File: src/hw/rtl/cbc_pkg.sv
// cbc_pkg: shared types, codes and helpers of the cartridge bank controller
// no dependencies; imported by the interfaces, the bank registers, the top and the bench
`timescale 1ns / 1ps

package cbc_pkg;

	// default geometry of the banked cartridge RAM
	localparam int RAM_BANKS_DEF  = 4;
	localparam int BANK_BYTES_DEF = 8192;

	// window of the banked RAM inside one bank region
	localparam int RAM_OFF_BITS = 13;
	localparam int RAM_WIN_BYTES = 1 << RAM_OFF_BITS;

	localparam logic [7:0] OPEN_BUS   = 8'hFF;
	localparam logic [3:0] RAM_KEY    = 4'hA;

	// access kind
	typedef enum logic {
		OP_WRITE = 1'b0,
		OP_READ  = 1'b1
	} opcode_t;

	// address region, bus address bits 15..13
	typedef enum logic [2:0] {
		RGN_RAM_ENABLE = 3'd0,
		RGN_ROM_LOW    = 3'd1,
		RGN_BANK_HIGH  = 3'd2,
		RGN_MODE       = 3'd3,
		RGN_RAM_WINDOW = 3'd5
	} region_t;

	// mapper state seen by the response channel
	typedef struct packed {
		logic [6:0] rom_bank;
		logic [1:0] ram_bank;
		logic       ram_en;
		logic       mode;
	} bank_state_t;

	// ram access requested by the decoder for the accepted request
	typedef struct packed {
		logic wr;
		logic rd_hit;
	} ram_ctl_t;

	// rom bank values with zero low bits step to the next bank
	function automatic logic [6:0] bump_rom(input logic [6:0] v);
		logic [6:0] r;
		r = v;
		if (v[4:0] == 5'd0) begin
			r[0] = 1'b1;
		end
		return r;
	endfunction

endpackage

File: src/hw/rtl/cbc_bank_regs.sv
// cbc_bank_regs: write decoder and bank/mode/enable registers
// depends on cbc_pkg
`timescale 1ns / 1ps

module cbc_bank_regs import cbc_pkg::*; (
	input  logic        clk,
	input  logic        arst_n,
	input  logic        acc,
	input  logic        opcode,
	input  logic [15:0] bus_address,
	input  logic [7:0]  write_data,
	input  logic        ram_present,
	output bank_state_t state,
	output ram_ctl_t    ram_ctl
);

	logic [6:0] rom_bank_q;
	logic [1:0] ram_bank_q;
	logic       ram_en_q;
	logic       mode_q;
	region_t    rgn;
	logic       in_window;

	assign rgn       = region_t'(bus_address[15:13]);
	assign in_window = (bus_address[15:13] == RGN_RAM_WINDOW);

	// register updates on accepted writes
	always_ff @(posedge clk or negedge arst_n) begin
		if (!arst_n) begin
			rom_bank_q <= 7'd1;
			ram_bank_q <= 2'd0;
			ram_en_q   <= 1'b0;
			mode_q     <= 1'b0;
		end else if (acc && opcode == OP_WRITE) begin
			case (rgn)
				RGN_RAM_ENABLE: ram_en_q <= (write_data[3:0] == RAM_KEY) && ram_present;
				RGN_ROM_LOW:    rom_bank_q <= bump_rom({rom_bank_q[6:5], write_data[4:0]});
				RGN_BANK_HIGH: begin
					if (mode_q) begin
						ram_bank_q <= write_data[1:0];
					end else begin
						rom_bank_q <= bump_rom({write_data[1:0], rom_bank_q[4:0]});
					end
				end
				RGN_MODE:       mode_q <= write_data[0];
				default: ;
			endcase
		end
	end

	// ram access for the accepted request
	always_comb begin
		ram_ctl.wr     = acc && opcode == OP_WRITE && in_window && ram_en_q;
		ram_ctl.rd_hit = acc && opcode == OP_READ && in_window && ram_en_q && ram_present;
	end

	assign state = '{rom_bank: rom_bank_q, ram_bank: ram_bank_q, ram_en: ram_en_q,
		mode: mode_q};

endmodule

File: config.mk
export PLATFORM = sky130hd
export DESIGN_NAME = cbc_bank_regs
export DESIGN_NICKNAME = d
export VERILOG_FILES = /design/src/hw/rtl/cbc_pkg.sv /design/src/hw/rtl/cbc_bank_regs.sv
export SDC_FILE = /design/constraint.sdc
export NUM_CORES = 1
export LEC_CHECK = 0
export BUFFER_PORTS_ARGS = -buffer_cell sky130_fd_sc_hd__buf_2
export CELL_PAD_IN_SITES_DETAIL_PLACEMENT = 1
export CELL_PAD_IN_SITES_GLOBAL_PLACEMENT = 2
export CORE_MARGIN = 2
export CORE_UTILIZATION = 20
export CTS_CLUSTER_DIAMETER = 100
export CTS_CLUSTER_SIZE = 28
export DETAILED_ROUTE_END_ITERATION = 12
export GPL_ROUTABILITY_DRIVEN = 0
export GPL_TIMING_DRIVEN = 0
export PLACE_DENSITY_LB_ADDON = 0.1
export SLEW_MARGIN = 20
export SYNTH_ARGS = -nofsm -noshare
export SYNTH_HDL_FRONTEND = slang
export SYNTH_SLANG_ARGS = --single-unit
File: constraint.sdc
create_clock -name clk -period 1.2 [get_ports clk]
set_input_delay 0.06 -clock clk [delete_from_list [all_inputs] [get_ports clk]]
set_output_delay 0.06 -clock clk [all_outputs]
set_load 0.02 [all_outputs]
==> flow_metrics.tcl <==
set metrics [dict create \
    status "completed" \
    io_buffers 25 \
    viasPerCell 4.44 \
    ys_types 19 \
    cts.clk_slew.worst_paths_ns 0.07 \
    wl_per_cell_um 13.1 \
    grt_setup_unrepaired "yes" \
    drive_gt1_share_pct 58.7 \
    maxSlewHeadroom_pct 68.6 \
    clock_path_buffers 2 \
    die_h_um 56.2 \
    nNetsFinal 105 \
    slowest_stage "dfrtp_1" \
    yosysTopAreaCellShare_pct 45.9 \
    die_w_um 56.2 \
    antenna_found_initial 0 \
    fmax_mhz 879 \
    post-synth-top-area-cell "dfrtp_1" \
    final_cell_mix "buf_2, mux2_2, dfrtp_1" \
    ys_seq_area_share_pct 50.7 \
    first_pass_iters 2 \
    cp_max_fo 5 \
    std_cell_rows 18 \
    initial_core_util_pct 21.6 \
    core_um2 2520 \
    synthTopCellsByArea "dfrtp_1, mux2_2, dfstp_2" \
    finalSetupViolCount 0 \
    vias 466 \
    start_kind "register" \
    grt_usage_pct 8.99 \
    syn_area_um2 546 \
    die_area_um2 3160 \
    finClkSkew_ns 0.00156 \
    cp.arrival_ns 1.29 \
    cp_cell_sequence "nor3b_2 -> mux2_2" \
    p_total_mw 1.09 \
    route.detailed.drc 0 \
    drtIter0Drc 2 \
    postRouteAntennaNets 0 \
    clock_latency_ns 0.26 \
    ys_seq_elements 11 \
    syn2layout_area_growth_pct 37.6 \
    post-route-period-util_pct 94.8 \
    critical_path_required_ns 1.35 \
    syn_nets 74 \
    peakVddDrop_v 0.000565 \
    yosys_warnings 0 \
    pin_count 42 \
    worst-path-buf-inv 0 \
    final_common_cell "buf_2" \
    h-tree-depth 1 \
    routed_wirelength_um 1370 \
    syn_area_per_cell_um2 12.1 \
    end_kind "register" \
    max_cap_viol_count 0 \
    grt_pass1_wl_um 2250 \
    cts_root_buf "clkbuf_4" \
    max_stage_delay_ns 0.43 \
    grt_pass1_vias 493 \
    path_class "register to register" \
    hold_violations 0 \
    gr-total-overflow 0 \
    cts_num_sinks 11 \
    worstMarginPinSlew_ns 0.471 \
    layout_min_cycle_time_ns 1.14 \
    worstHoldPathType "input port to register" \
    grt_max_degree 12 \
    post_cts_buffers 0 \
    cts_made_buffers 3 \
    dp_hpwl_um 1130 \
    cts_tree "yes" \
    n_antenna_cell 0 \
    netlist_instances 45 \
    crit_family "flip-flops" \
    slew_violations 0 \
    p_leak_nw 0.353 \
    fin_util_pct 29.8 \
    p_per_area_nw_per_um2 1450 \
]
## path summary, 6_finish.rpt
kind	start	endpoint	slack, ns	cells past startpoint
min in group asynchronous	arst_n	mode_q	0.20	2
worst min-delay path	write_data[3]	rom_bank_q[3]	0.07	2
worst min register to register	ram_bank_q[1]	ram_bank_q[1]	0.51	1
max in group asynchronous	arst_n	rom_bank_q[0]	0.74	2
worst max-delay path	mode_q	rom_bank_q[5]	0.06	2
worst max register to register	mode_q	rom_bank_q[5]	0.06	2
## layout make-up
class,count,area (um^2)
clock buffer,4,26.3
tap,30,37.5
multi-input combinational,32,260
fill,308,1770
buffer,2,15.0
sequential,11,277
timing repair buffer,26,135
## registers in the layout, summed over array words and instances, names as in the netlist
signal	cells
ram_bank_q	2
mode_q	1
ram_en_q	1
rom_bank_q	7
## Yosys cell counts
library cell,number
buf_4,2
nand3_1,2
nand4b_1,1
nand2_1,2
dfstp_2,1
nand4_1,1
nor3b_1,1
nor4_1,2
a21oi_1,1
dfrtp_1,10
nor4b_1,1
a211oi_1,2
or3b_4,1
nor2b_1,2
nor3_1,1
mux2_2,10
nor2_1,3
nand3b_1,1
nor3b_2,1
## per-layer routing
layer	vias up	share of wire, %	track usage, %
met3	2	4.0	1.86
met5	-	0	0
li1	226	-	-
met2	7	52	15.8
met1	231	43	10.8
met4	0	0.66	3.06
## stage by stage
step	hold slack, ns	setup slack [ns]	TNS [ns]	instance area, um^2	instances
detailed placement	-0.0550	-0.116	-0.803	708	100
global route	0.0748	-0.00335	-0.00415	751	105
CTS	0.0440	0.0204	0	751	105
floorplan	-0.236	0.0883	0	546	45
global placement	-0.0472	-0.196	-1.46	708	100
finish	0.0747	0.0619	0	751	105
## report_power, final
group          internal (mW)  total, mW  leakage (nW)  switching, mW
logic                  0.150      0.338         0.201          0.188
registers              0.447      0.505         0.137         0.0574
clock network          0.128      0.247        0.0150          0.119
## cell families after synthesis
group	count (synthesis)	share of synthesized area [%]
AND/OR/NAND/NOR	19	22.2
flip-flops	11	50.7
multiplexers	10	20.6
AO/OA/AOI/OAI	3	3.67
buffers and inverters	2	2.75
## repair_timing
| item | in CTS | in global routing |
|---|---|---|
| pin swaps | 0 | 1 |
| gates resized for setup | 1 | 0 |
| endpoints found under the hold margin | 11 | 0 |
| hold buffers | 1 | 0 |
| endpoints found under the setup margin | 1 | 2 |
(Power assumes the default switching activity.)
